--- src/bpra_pkg.sv ---
// ----------------------------------------------------------------------------
// Bitmap page run allocator package
// Shared types and constants for the page run allocator and its parts.
// ----------------------------------------------------------------------------
package bpra_pkg;

  localparam int unsigned COUNT_W = 11;
  localparam logic [31:0] BASE_RESET = 32'h0010_0000;

  localparam logic OP_ALLOC = 1'b0;
  localparam logic OP_FREE  = 1'b1;

  typedef enum logic [1:0] {
    ST_DONE    = 2'd0,
    ST_NORUN   = 2'd1,
    ST_INVALID = 2'd2
  } status_e;

  typedef struct packed {
    logic busy;
    logic done;
  } div_status_t;

endpackage

--- src/bpra_ram.sv ---
// ----------------------------------------------------------------------------
// Bitmap page run allocator word memory
// Generic single write port, single read port RAM with registered read data.
// ----------------------------------------------------------------------------
module bpra_ram #(
  parameter int unsigned WIDTH = 32,
  parameter int unsigned DEPTH = 32
) (
  input  logic                                        clk_i,
  input  logic                                        we_i,
  input  logic [((DEPTH > 1) ? $clog2(DEPTH) : 1)-1:0] waddr_i,
  input  logic [WIDTH-1:0]                            wdata_i,
  input  logic [((DEPTH > 1) ? $clog2(DEPTH) : 1)-1:0] raddr_i,
  output logic [WIDTH-1:0]                            rdata_o
);

  logic [WIDTH-1:0] mem_q [DEPTH];
  logic [WIDTH-1:0] rdata_q;

  always_ff @(posedge clk_i) begin
    if (we_i) begin
      mem_q[waddr_i] <= wdata_i;
    end
    rdata_q <= mem_q[raddr_i];
  end

  assign rdata_o = rdata_q;

endmodule

--- src/bpra_div.sv ---
// ----------------------------------------------------------------------------
// Bitmap page run allocator word divider
// Restoring divider by a constant, one quotient bit per cycle; splits a page
// index into its bitmap word index and bit offset.
// ----------------------------------------------------------------------------
module bpra_div #(
  parameter int unsigned NUM_W = 11,
  parameter int unsigned DEN   = 32
) (
  input  logic                        clk_i,
  input  logic                        rst_ni,
  input  logic                        start_i,
  input  logic [NUM_W-1:0]            dividend_i,
  output logic [NUM_W-1:0]            quotient_o,
  output logic [$clog2(DEN)-1:0]      remainder_o,
  output bpra_pkg::div_status_t       status_o
);

  localparam int unsigned REM_W = $clog2(DEN);
  localparam int unsigned CNT_W = $clog2(NUM_W + 1);

  logic [NUM_W-1:0] num_q, num_d;
  logic [REM_W-1:0] rem_q, rem_d;
  logic [CNT_W-1:0] cnt_q, cnt_d;
  logic             busy_q, busy_d;
  logic             done_q, done_d;
  logic [REM_W:0]   trial;
  logic             ge;

  assign trial = {rem_q, num_q[NUM_W-1]};
  assign ge    = (trial >= (REM_W + 1)'(DEN));

  always_comb begin
    num_d  = num_q;
    rem_d  = rem_q;
    cnt_d  = cnt_q;
    busy_d = busy_q;
    done_d = 1'b0;
    if (start_i) begin
      num_d  = dividend_i;
      rem_d  = '0;
      cnt_d  = CNT_W'(NUM_W);
      busy_d = 1'b1;
    end else if (busy_q) begin
      num_d = {num_q[NUM_W-2:0], ge};
      rem_d = ge ? REM_W'(trial - (REM_W + 1)'(DEN)) : trial[REM_W-1:0];
      cnt_d = cnt_q - 1'b1;
      if (cnt_q == CNT_W'(1)) begin
        busy_d = 1'b0;
        done_d = 1'b1;
      end
    end
  end

  always_ff @(posedge clk_i or negedge rst_ni) begin
    if (!rst_ni) begin
      num_q  <= '0;
      rem_q  <= '0;
      cnt_q  <= '0;
      busy_q <= 1'b0;
      done_q <= 1'b0;
    end else begin
      num_q  <= num_d;
      rem_q  <= rem_d;
      cnt_q  <= cnt_d;
      busy_q <= busy_d;
      done_q <= done_d;
    end
  end

  assign quotient_o    = num_q;
  assign remainder_o   = rem_q;
  assign status_o.busy = busy_q;
  assign status_o.done = done_q;

endmodule

--- src/bitmap_page_run_allocator_core.sv ---
// ----------------------------------------------------------------------------
// Bitmap page run allocator
// First-fit allocator of contiguous page runs over a used-page bitmap.
// ----------------------------------------------------------------------------
// After reset the block clears its bitmap memory, one word per cycle, and
// accepts no transaction until that is done. One request is worked on at a
// time, and its result goes to an output register so that the next request
// can be taken while the result waits. An allocate reads the bitmap words in
// order from the word memory; a fully used word, or a free word that cannot
// finish the run, is passed over in S_SCAN_WORD, and any other word is
// inspected and then shifted through bit by bit in S_SCAN_BIT. Marking the run
// then writes each whole word directly and each of at most two partial words
// through S_MOD_LOAD and S_MOD_BIT. A free runs two checks (S_FCHK_ADDR,
// S_FCHK_RANGE), splits the first page index in the word divider, then does
// the same marking. Each result passes through S_RESP to the output register.
module bitmap_page_run_allocator_core #(
  parameter int unsigned PAGE_TOTAL = 1024,
  parameter int unsigned PAGE_SHIFT = 12,
  parameter int unsigned WORD_BITS  = 32
) (
  input  logic        clk_i,
  input  logic        rst_ni,
  input  logic        cfg_we_i,
  input  logic [31:0] cfg_data_i,
  input  logic        in_valid_i,
  output logic        in_ready_o,
  input  logic        op_i,
  input  logic [10:0] page_count_i,
  input  logic [31:0] free_address_i,
  output logic        out_valid_o,
  input  logic        out_ready_i,
  output logic [31:0] run_address_o,
  output logic [1:0]  status_o
);

  localparam int unsigned WORD_COUNT = (PAGE_TOTAL + WORD_BITS - 1) / WORD_BITS;
  localparam int unsigned PW  = $clog2(PAGE_TOTAL + 1);
  localparam int unsigned WCW = $clog2(WORD_COUNT + 1);
  localparam int unsigned AW  = (WORD_COUNT > 1) ? $clog2(WORD_COUNT) : 1;
  localparam int unsigned BW  = $clog2(WORD_BITS);
  localparam int unsigned FW  = 32 - PAGE_SHIFT;
  localparam int unsigned CW  = bpra_pkg::COUNT_W;
  localparam int unsigned MW0 = (FW > PW) ? FW : PW;
  localparam int unsigned MW1 = (MW0 > CW) ? MW0 : CW;
  localparam int unsigned XW  = MW1 + 1;

  typedef enum logic [3:0] {
    S_CLEAR,
    S_IDLE,
    S_SCAN_WORD,
    S_SCAN_BIT,
    S_MOD_WORD,
    S_MOD_LOAD,
    S_MOD_BIT,
    S_FCHK_ADDR,
    S_FCHK_RANGE,
    S_FDIV,
    S_RESP
  } state_e;

  state_e                state_q, state_d;
  logic [31:0]           base_q, base_d;
  logic [CW-1:0]         n_q, n_d;
  logic [31:0]           faddr_q, faddr_d;
  logic [WCW-1:0]        word_q, word_d;
  logic [PW-1:0]         page_q, page_d;
  logic [PW-1:0]         run_q, run_d;
  logic [PW-1:0]         start_page_q, start_page_d;
  logic [WCW-1:0]        start_word_q, start_word_d;
  logic [BW-1:0]         start_bit_q, start_bit_d;
  logic [BW-1:0]         bit_q, bit_d;
  logic [WORD_BITS-1:0]  sh_q, sh_d;
  logic [WCW-1:0]        mw_q, mw_d;
  logic [BW-1:0]         mb_q, mb_d;
  logic [CW-1:0]         r_q, r_d;
  logic                  val_q, val_d;
  logic [XW-1:0]         first_q, first_d;
  logic [WCW-1:0]        clr_q, clr_d;
  logic [31:0]           res_addr_q, res_addr_d;
  bpra_pkg::status_e     res_st_q, res_st_d;
  logic                  out_valid_q, out_valid_d;
  logic [31:0]           out_addr_q, out_addr_d;
  bpra_pkg::status_e     out_st_q, out_st_d;

  logic                  ram_we;
  logic [AW-1:0]         ram_waddr;
  logic [WORD_BITS-1:0]  ram_wdata;
  logic [AW-1:0]         rd_addr;
  logic [WORD_BITS-1:0]  ram_rdata;

  logic                  div_start;
  logic [PW-1:0]         div_quo;
  logic [BW-1:0]         div_rem;
  bpra_pkg::div_status_t div_stat;

  logic [XW-1:0]         n_x, run_x, page_x, r_x, wb_x, total_x, run_inc_x;
  logic [WCW-1:0]        word_nx, mw_nx;
  logic                  bit_last, last_word;
  logic [32:0]           diff;
  logic [31:0]           start_off;
  logic                  sel_mod, new_bit;
  logic [WORD_BITS-1:0]  sh_mod;
  logic [CW-1:0]         r_mod;

  assign n_x       = XW'(n_q);
  assign run_x     = XW'(run_q);
  assign page_x    = XW'(page_q);
  assign r_x       = XW'(r_q);
  assign wb_x      = XW'(WORD_BITS);
  assign total_x   = XW'(PAGE_TOTAL);
  assign run_inc_x = run_x + XW'(1);
  assign word_nx   = word_q + 1'b1;
  assign mw_nx     = mw_q + 1'b1;
  assign bit_last  = (bit_q == BW'(WORD_BITS - 1));
  assign last_word = (word_q == WCW'(WORD_COUNT - 1));
  assign diff      = {1'b0, faddr_q} - {1'b0, base_q};
  assign start_off = 32'({{32{1'b0}}, start_page_q} << PAGE_SHIFT);
  assign sel_mod   = (bit_q >= mb_q) && (r_q != '0);
  assign new_bit   = sel_mod ? val_q : sh_q[0];
  assign sh_mod    = {new_bit, sh_q[WORD_BITS-1:1]};
  assign r_mod     = sel_mod ? (r_q - 1'b1) : r_q;

  bpra_ram #(
    .WIDTH (WORD_BITS),
    .DEPTH (WORD_COUNT)
  ) u_bitmap_ram (
    .clk_i   (clk_i),
    .we_i    (ram_we),
    .waddr_i (ram_waddr),
    .wdata_i (ram_wdata),
    .raddr_i (rd_addr),
    .rdata_o (ram_rdata)
  );

  bpra_div #(
    .NUM_W (PW),
    .DEN   (WORD_BITS)
  ) u_word_div (
    .clk_i       (clk_i),
    .rst_ni      (rst_ni),
    .start_i     (div_start),
    .dividend_i  (first_q[PW-1:0]),
    .quotient_o  (div_quo),
    .remainder_o (div_rem),
    .status_o    (div_stat)
  );

  always_comb begin
    state_d      = state_q;
    base_d       = cfg_we_i ? cfg_data_i : base_q;
    n_d          = n_q;
    faddr_d      = faddr_q;
    word_d       = word_q;
    page_d       = page_q;
    run_d        = run_q;
    start_page_d = start_page_q;
    start_word_d = start_word_q;
    start_bit_d  = start_bit_q;
    bit_d        = bit_q;
    sh_d         = sh_q;
    mw_d         = mw_q;
    mb_d         = mb_q;
    r_d          = r_q;
    val_d        = val_q;
    first_d      = first_q;
    clr_d        = clr_q;
    res_addr_d   = res_addr_q;
    res_st_d     = res_st_q;
    out_valid_d  = out_valid_q && !out_ready_i;
    out_addr_d   = out_addr_q;
    out_st_d     = out_st_q;
    ram_we       = 1'b0;
    ram_waddr    = mw_q[AW-1:0];
    ram_wdata    = '0;
    rd_addr      = word_q[AW-1:0];
    div_start    = 1'b0;

    case (state_q)
      S_CLEAR: begin
        ram_we    = 1'b1;
        ram_waddr = clr_q[AW-1:0];
        clr_d     = clr_q + 1'b1;
        if (clr_q == WCW'(WORD_COUNT - 1)) begin
          state_d = S_IDLE;
        end
      end
      S_IDLE: begin
        if (in_valid_i) begin
          n_d        = page_count_i;
          faddr_d    = free_address_i;
          res_addr_d = '0;
          if (page_count_i == '0) begin
            res_st_d = bpra_pkg::ST_INVALID;
            state_d  = S_RESP;
          end else if (op_i == bpra_pkg::OP_FREE) begin
            state_d = S_FCHK_ADDR;
          end else if (XW'(page_count_i) > total_x) begin
            res_st_d = bpra_pkg::ST_NORUN;
            state_d  = S_RESP;
          end else begin
            word_d       = '0;
            page_d       = '0;
            run_d        = '0;
            start_page_d = '0;
            start_word_d = '0;
            start_bit_d  = '0;
            bit_d        = '0;
            rd_addr      = '0;
            state_d      = S_SCAN_WORD;
          end
        end
      end
      S_SCAN_WORD: begin
        if (ram_rdata == '1 || (ram_rdata == '0 && (run_x + wb_x) < n_x)) begin
          if (ram_rdata == '1) begin
            run_d        = '0;
            start_page_d = PW'(page_x + wb_x);
            start_word_d = word_nx;
            start_bit_d  = '0;
          end else begin
            run_d = PW'(run_x + wb_x);
          end
          page_d  = PW'(page_x + wb_x);
          word_d  = word_nx;
          rd_addr = word_nx[AW-1:0];
          if (last_word) begin
            res_st_d = bpra_pkg::ST_NORUN;
            state_d  = S_RESP;
          end
        end else begin
          sh_d    = ram_rdata;
          bit_d   = '0;
          state_d = S_SCAN_BIT;
        end
      end
      S_SCAN_BIT: begin
        if (page_q == PW'(PAGE_TOTAL)) begin
          res_st_d = bpra_pkg::ST_NORUN;
          state_d  = S_RESP;
        end else begin
          page_d = page_q + 1'b1;
          sh_d   = sh_q >> 1;
          bit_d  = bit_q + 1'b1;
          if (sh_q[0]) begin
            run_d        = '0;
            start_page_d = page_q + 1'b1;
            if (bit_last) begin
              start_word_d = word_nx;
              start_bit_d  = '0;
            end else begin
              start_word_d = word_q;
              start_bit_d  = bit_q + 1'b1;
            end
          end else begin
            run_d = run_q + 1'b1;
          end
          if (!sh_q[0] && run_inc_x == n_x) begin
            res_addr_d = base_q + start_off;
            res_st_d   = bpra_pkg::ST_DONE;
            mw_d       = start_word_q;
            mb_d       = start_bit_q;
            r_d        = n_q;
            val_d      = 1'b1;
            state_d    = S_MOD_WORD;
          end else if (bit_last) begin
            bit_d   = '0;
            word_d  = word_nx;
            rd_addr = word_nx[AW-1:0];
            if (last_word) begin
              res_st_d = bpra_pkg::ST_NORUN;
              state_d  = S_RESP;
            end else begin
              state_d = S_SCAN_WORD;
            end
          end
        end
      end
      S_MOD_WORD: begin
        if (mb_q == '0 && r_x >= wb_x) begin
          ram_we    = 1'b1;
          ram_waddr = mw_q[AW-1:0];
          ram_wdata = {WORD_BITS{val_q}};
          r_d       = CW'(r_x - wb_x);
          mw_d      = mw_nx;
          if (r_x == wb_x) begin
            state_d = S_RESP;
          end
        end else begin
          rd_addr = mw_q[AW-1:0];
          state_d = S_MOD_LOAD;
        end
      end
      S_MOD_LOAD: begin
        sh_d    = ram_rdata;
        bit_d   = '0;
        state_d = S_MOD_BIT;
      end
      S_MOD_BIT: begin
        sh_d  = sh_mod;
        r_d   = r_mod;
        bit_d = bit_q + 1'b1;
        if (bit_last) begin
          ram_we    = 1'b1;
          ram_waddr = mw_q[AW-1:0];
          ram_wdata = sh_mod;
          mw_d      = mw_nx;
          mb_d      = '0;
          bit_d     = '0;
          state_d   = (r_mod == '0) ? S_RESP : S_MOD_WORD;
        end
      end
      S_FCHK_ADDR: begin
        if (diff[32] || diff[PAGE_SHIFT-1:0] != '0) begin
          res_st_d = bpra_pkg::ST_INVALID;
          state_d  = S_RESP;
        end else begin
          first_d = XW'(diff[31:PAGE_SHIFT]);
          state_d = S_FCHK_RANGE;
        end
      end
      S_FCHK_RANGE: begin
        if ((first_q + n_x) > total_x) begin
          res_st_d = bpra_pkg::ST_INVALID;
          state_d  = S_RESP;
        end else begin
          div_start = 1'b1;
          state_d   = S_FDIV;
        end
      end
      S_FDIV: begin
        if (div_stat.done) begin
          mw_d     = div_quo[WCW-1:0];
          mb_d     = div_rem;
          r_d      = n_q;
          val_d    = 1'b0;
          res_st_d = bpra_pkg::ST_DONE;
          state_d  = S_MOD_WORD;
        end
      end
      S_RESP: begin
        if (!out_valid_q || out_ready_i) begin
          out_valid_d = 1'b1;
          out_addr_d  = res_addr_q;
          out_st_d    = res_st_q;
          state_d     = S_IDLE;
        end
      end
      default: begin
        state_d = S_IDLE;
      end
    endcase
  end

  always_ff @(posedge clk_i or negedge rst_ni) begin
    if (!rst_ni) begin
      state_q      <= S_CLEAR;
      base_q       <= bpra_pkg::BASE_RESET;
      n_q          <= '0;
      faddr_q      <= '0;
      word_q       <= '0;
      page_q       <= '0;
      run_q        <= '0;
      start_page_q <= '0;
      start_word_q <= '0;
      start_bit_q  <= '0;
      bit_q        <= '0;
      sh_q         <= '0;
      mw_q         <= '0;
      mb_q         <= '0;
      r_q          <= '0;
      val_q        <= 1'b0;
      first_q      <= '0;
      clr_q        <= '0;
      res_addr_q   <= '0;
      res_st_q     <= bpra_pkg::ST_DONE;
      out_valid_q  <= 1'b0;
      out_addr_q   <= '0;
      out_st_q     <= bpra_pkg::ST_DONE;
    end else begin
      state_q      <= state_d;
      base_q       <= base_d;
      n_q          <= n_d;
      faddr_q      <= faddr_d;
      word_q       <= word_d;
      page_q       <= page_d;
      run_q        <= run_d;
      start_page_q <= start_page_d;
      start_word_q <= start_word_d;
      start_bit_q  <= start_bit_d;
      bit_q        <= bit_d;
      sh_q         <= sh_d;
      mw_q         <= mw_d;
      mb_q         <= mb_d;
      r_q          <= r_d;
      val_q        <= val_d;
      first_q      <= first_d;
      clr_q        <= clr_d;
      res_addr_q   <= res_addr_d;
      res_st_q     <= res_st_d;
      out_valid_q  <= out_valid_d;
      out_addr_q   <= out_addr_d;
      out_st_q     <= out_st_d;
    end
  end

  assign in_ready_o    = (state_q == S_IDLE);
  assign out_valid_o   = out_valid_q;
  assign run_address_o = out_addr_q;
  assign status_o      = out_st_q;

  a_error_no_address: assert property (@(posedge clk_i) disable iff (!rst_ni)
    (out_valid_o && status_o != bpra_pkg::ST_DONE) |-> (run_address_o == '0))
    else $error("Failed transaction carries a nonzero run address.");

  a_scan_run_short: assert property (@(posedge clk_i) disable iff (!rst_ni)
    (state_q == S_SCAN_WORD || state_q == S_SCAN_BIT) |-> (run_x < n_x))
    else $error("Scan run length reached the request without a match.");

  a_scan_word_bound: assert property (@(posedge clk_i) disable iff (!rst_ni)
    (state_q == S_SCAN_WORD) |-> (XW'(word_q) < XW'(WORD_COUNT)))
    else $error("Scan word index ran past the bitmap.");

  a_mark_remaining: assert property (@(posedge clk_i) disable iff (!rst_ni)
    (state_q == S_MOD_WORD || state_q == S_MOD_LOAD || state_q == S_MOD_BIT)
      |-> (r_q <= n_q))
    else $error("Remaining page count exceeds the request.");

  a_div_active: assert property (@(posedge clk_i) disable iff (!rst_ni)
    (state_q == S_FDIV) |-> (div_stat.busy || div_stat.done))
    else $error("Waiting on the word divider while it is idle.");

endmodule
--- config.mk ---
export PLATFORM = sky130hd
export DESIGN_NAME = bitmap_page_run_allocator_core
export DESIGN_NICKNAME = d
export VERILOG_FILES = /design/src/bpra_pkg.sv /design/src/bpra_ram.sv /design/src/bpra_div.sv /design/src/bitmap_page_run_allocator_core.sv
export SDC_FILE = /design/constraint.sdc
export NUM_CORES = 2
export LEC_CHECK = 0
export BUFFER_PORTS_ARGS = -buffer_cell sky130_fd_sc_hd__buf_2
export CORE_AREA = 2 2 311 437
export CTS_CLUSTER_SIZE = 20
export DETAILED_ROUTE_END_ITERATION = 6
export DIE_AREA = 0 0 313 439
export PLACE_DENSITY_LB_ADDON = 0.25
export SYNTH_ARGS = -nofsm -noshare
export SYNTH_HDL_FRONTEND = slang
export SYNTH_SLANG_ARGS = --single-unit
--- constraint.sdc ---
create_clock -name clk_i -period 6 [get_ports clk_i]
set_clock_uncertainty 0.1 [all_clocks]
set_input_delay 0 -clock clk_i [delete_from_list [all_inputs] [get_ports clk_i]]
set_output_delay 0 -clock clk_i [all_outputs]
set_load 0.01 [all_outputs]
==> summary.md <==
| Metric | Value |
|---|---|
| H-tree depth | 4 |
| WHS Endpoint | res_st_q[0] |
| Gpl congestion | 0.888 |
| Worst-case reg-to-reg path depth | 16 |
| Nets@finish | 4691 |
| Die area | 137000 sq um |
| PwrDens | 443 nW/um^2 |
| Die Y | 439 um |
| Post-route ant nets | 0 |
| Row count | 159 |
| Clk buf depth | 3 |
| Hold Path Class | in2reg |
| Routed WL per cell | 24.6 um |
| Drt drc | 0 |
| Avg Inst Size Synth | 14.5 sq um |
| Hold path start | page_count_i[5] |
| Worst r2r src | run_q[7] |
| I/O pin cnt | 117 |
| Clock Sinks | 1360 |
| Worst EP required | 6.56 ns |
| Worst Hold Depth | 6 |
| Lkg Pwr | 29.4 nW |
| Total track usage | 0.227 |
| Syn Inst Count | 4120 |
| Detailed placer's ending HPWL | 95.7 mm |
| Clk Tree Root Cell | clkbuf_16 |
| Max Clk Rate | 0.184 GHz |
| Final min period | 5.42 ns |
| Vias in the first global route | 36600 |
| EDFF count, synth | 1024 |
| Max Cap Viol | 0 |
| Post-synthesis cell area | 59700 sq um |
| Detailed Routing Iterations Pass 1 | 5 |
| CP Capture Type | register |
| Register area share after synthesis | 0.653 |
| Clk_lat worst skew | 0.78 ns |
| First-pass GRT wire length | 233 mm |
| Final setup TNS | 0 ns |
| Worst hold margin | 0.241 ns |
| Count of cell types in the netlist | 86 |
| Worst vdd ir | 0.318 mV |
| CP startpoint kind | register |
| Final Hold Fails | 0 |
| Yosys warns | 0 |
| Least-Margin Pin Slew | 1.22 ns |
| Vias per cell | 5.64 |
| Initial antenna violation count | 2 |
| Layout cells sized above 1 | 0.155 |
| Syn nets | 4289 |
| TritonCTS buffer count | 130 |
| Reg clk slew, reported paths | 0.07 ns |
| Layout area overhead | 16.8% |
| Gr ovfl total | 0 |
| Final setup violating endpoints | 0 |
| Slew headroom | 0.189 |
| Largest net degree at the start of global routing | 146 |
| Pwr Total | 30.9 mW |
| Data arrival time of the worst path | 5.98 ns |
| WL final | 157 mm |
| Crit Path Class | reg2reg |
| RSZ-0062 raised after global routing | no |
| TritonCTS clock tree | yes |
| Starting density of the core | 0.448 |
| Slew Limit Fails | 0 |
| Max FO, Critical Path | 15 |
| Via count | 36100 |
| Fraction of registers with async set/reset | 0.224 |
| Flop2flop setup slack | 0.58 ns |
| IO buf count | 116 |
| Seq cells post-synth | 1360 |
| Status | finished clean |
| CTS resizes | 0 |
| Core area | 133000 sq um |
| Fin crit share | 0.904 |
| Fill count | 10800 |
| Synth Flop Type | edfxtp_1 |
| Die Span X | 313 um |
| RR Endpoint | u_bitmap_ram.rdata_o[22] |
| Initial DRC count | 3077 |
| Final core occ | 0.523 |
repair_timing:
action | CTS | global route
hold buffers | 265 | 0
setup buffers | 0 | 0
endpoints found under the hold margin | 361 | 0
worst max-delay path by stage:
| stage | startpoint | endpoint | slack (ns) | depth (start not counted) |
|---|---|---|---|---|
| finish | run_q[7] | u_bitmap_ram.rdata_o[22] | 0.58 | 16 |
| global route | run_q[7] | u_bitmap_ram.rdata_o[22] | 0.18 | 16 |
| CTS | run_q[7] | u_bitmap_ram.rdata_o[22] | 0.61 | 16 |
| detailed placement | run_q[7] | u_bitmap_ram.rdata_o[22] | 0.62 | 16 |
| global placement | run_q[7] | u_bitmap_ram.rdata_o[25] | 0.77 | 16 |
| floorplan | run_q[8] | u_bitmap_ram.rdata_o[17] | 1.73 | 18 |
state kept, by name (all words and copies together) (netlist names), 20 cells and up:
register              flops
base_q                   32
faddr_q                  32
first_q                  20
res_addr_q               32
run_address_o            32
sh_q                     32
u_bitmap_ram.mem_q     1024
u_bitmap_ram.rdata_o     32
through the flow:
stage               cells  setup slack, ns  cell area, sq um
floorplan            4120             1.73             59700
global placement     5896            0.769             62800
detailed placement   5896            0.617             62800
CTS                  6401            0.610             69800
global route         6403            0.178             69800
finish               6403            0.578             69800
worst max-delay path: stages, from the launching register on:
cell,delay [ns]
dfrtp_1,0.54
and3_1,0.33
nand2_1,0.11
xnor2_1,0.14
ha_1,0.29
a211o_1,0.26
a311o_1,0.35
nor3_1,0.20
o31ai_1,0.12
a21oi_1,0.26
nand2_1,0.17
o21a_1,0.26
nor3_4,0.84
buf_4,0.42
mux2_2,0.38
a22o_1,0.23
nor4_1,0.28
cells by family (layout without fill, tap and decap cells):
group                    count (synthesis)  in the layout  synth area share
AO/OA/AOI/OAI                          666            666            0.0743
XOR/XNOR                                95             95            0.0139
adder cells (fa/ha/maj)                 88             88            0.0188
buffers and inverters                  303            813            0.0270
flip-flops                            1360           1360             0.653
multiplexers                           908            908             0.157
other                                    0              2                 0
AND/OR/NAND/NOR                        700            700            0.0566
report_power, final:
group	switching, mW	internal (mW)	leakage (nW)
registers	0.819	11.1	13.6
logic	6.11	4.62	13.8
clock network	3.67	4.56	2.08
area by class of cell:
cell class / instances / area (sq um) / area share
Antenna cell: 2 / 5.00 / 0.0000717
Clock buffer: 170 / 3570 / 0.0511
Clock inverter: 70 / 706 / 0.0101
Inverter: 92 / 345 / 0.00495
Multi-Input combinational cell: 2457 / 19500 / 0.279
Sequential cell: 1360 / 39000 / 0.559
Tap cell: 1771 / 2220 / 0.0317
Timing Repair Buffer: 481 / 4490 / 0.0643
synth_stat cells (all sizes together) (5+ instances only):
cell	instances	area (sq um)
a22oi	7	52.6
mux2i	695	6960
nor3b	9	67.6
and3	17	106
o31ai	45	338
or2	11	68.8
nor2b	13	81.3
inv	91	342
a211oi	7	52.6
nand4	29	181
a31oi	29	181
a21o	62	465
dfxtp	32	641
nor3	24	125
a22o	70	613
o211ai	7	52.6
and2	11	68.8
a21oi	71	359
nand3b	5	37.5
nand2b	21	131
o21bai	11	82.6
dfrtp	303	7580
xor2	41	359
o22ai	70	438
o21ai	194	971
clkbuf	116	435
nor2	165	619
buf	95	831
ha	85	1060
a221oi	6	65.1
xnor2	54	473
o41ai	11	104
nand3	44	220
nand2	275	1030
and4	5	43.8
nor4	50	432
or3	8	50.1
edfxtp	1024	30700
o21a	18	135
mux2	213	2400
placed cells by master, fill, tap and decap left out, types with 13 or more instances in the layout:
master	count
nand2_1	268
clkinv_1	17
buf_12	38
nor3_1	23
clkbuf_16	132
xor2_1	41
xnor2_1	54
clkinv_2	23
dlygate4sd3_1	264
mux2i_1	695
a21o_1	62
o21ai_0	193
edfxtp_1	1024
and3_1	17
clkbuf_1	26
a31oi_1	29
buf_4	62
a22o_1	70
nor2_1	126
nand4_1	29
ha_1	85
dfxtp_1	32
nor4_1	30
buf_2	115
nand2b_1	21
nor4_2	20
nor2_4	37
mux2_2	213
dfrtp_1	303
a21oi_1	70
inv_1	91
o22ai_1	70
o21a_1	18
o31ai_1	45
nor2b_1	13
nand3_1	43
per-layer routing:
| layer | up-vias | global-route usage | wire length (um) |
|---|---|---|---|
| met3 | 298 | 0.0315 | 6780 |
| met4 | 0 | 0.0984 | 6780 |
| met2 | 1029 | 0.419 | 83400 |
| li1 | 16500 | - | - |
| met5 | - | 0 | 0 |
| met1 | 18300 | 0.262 | 60400 |
Note: power is estimated with default switching activity, not from simulation.
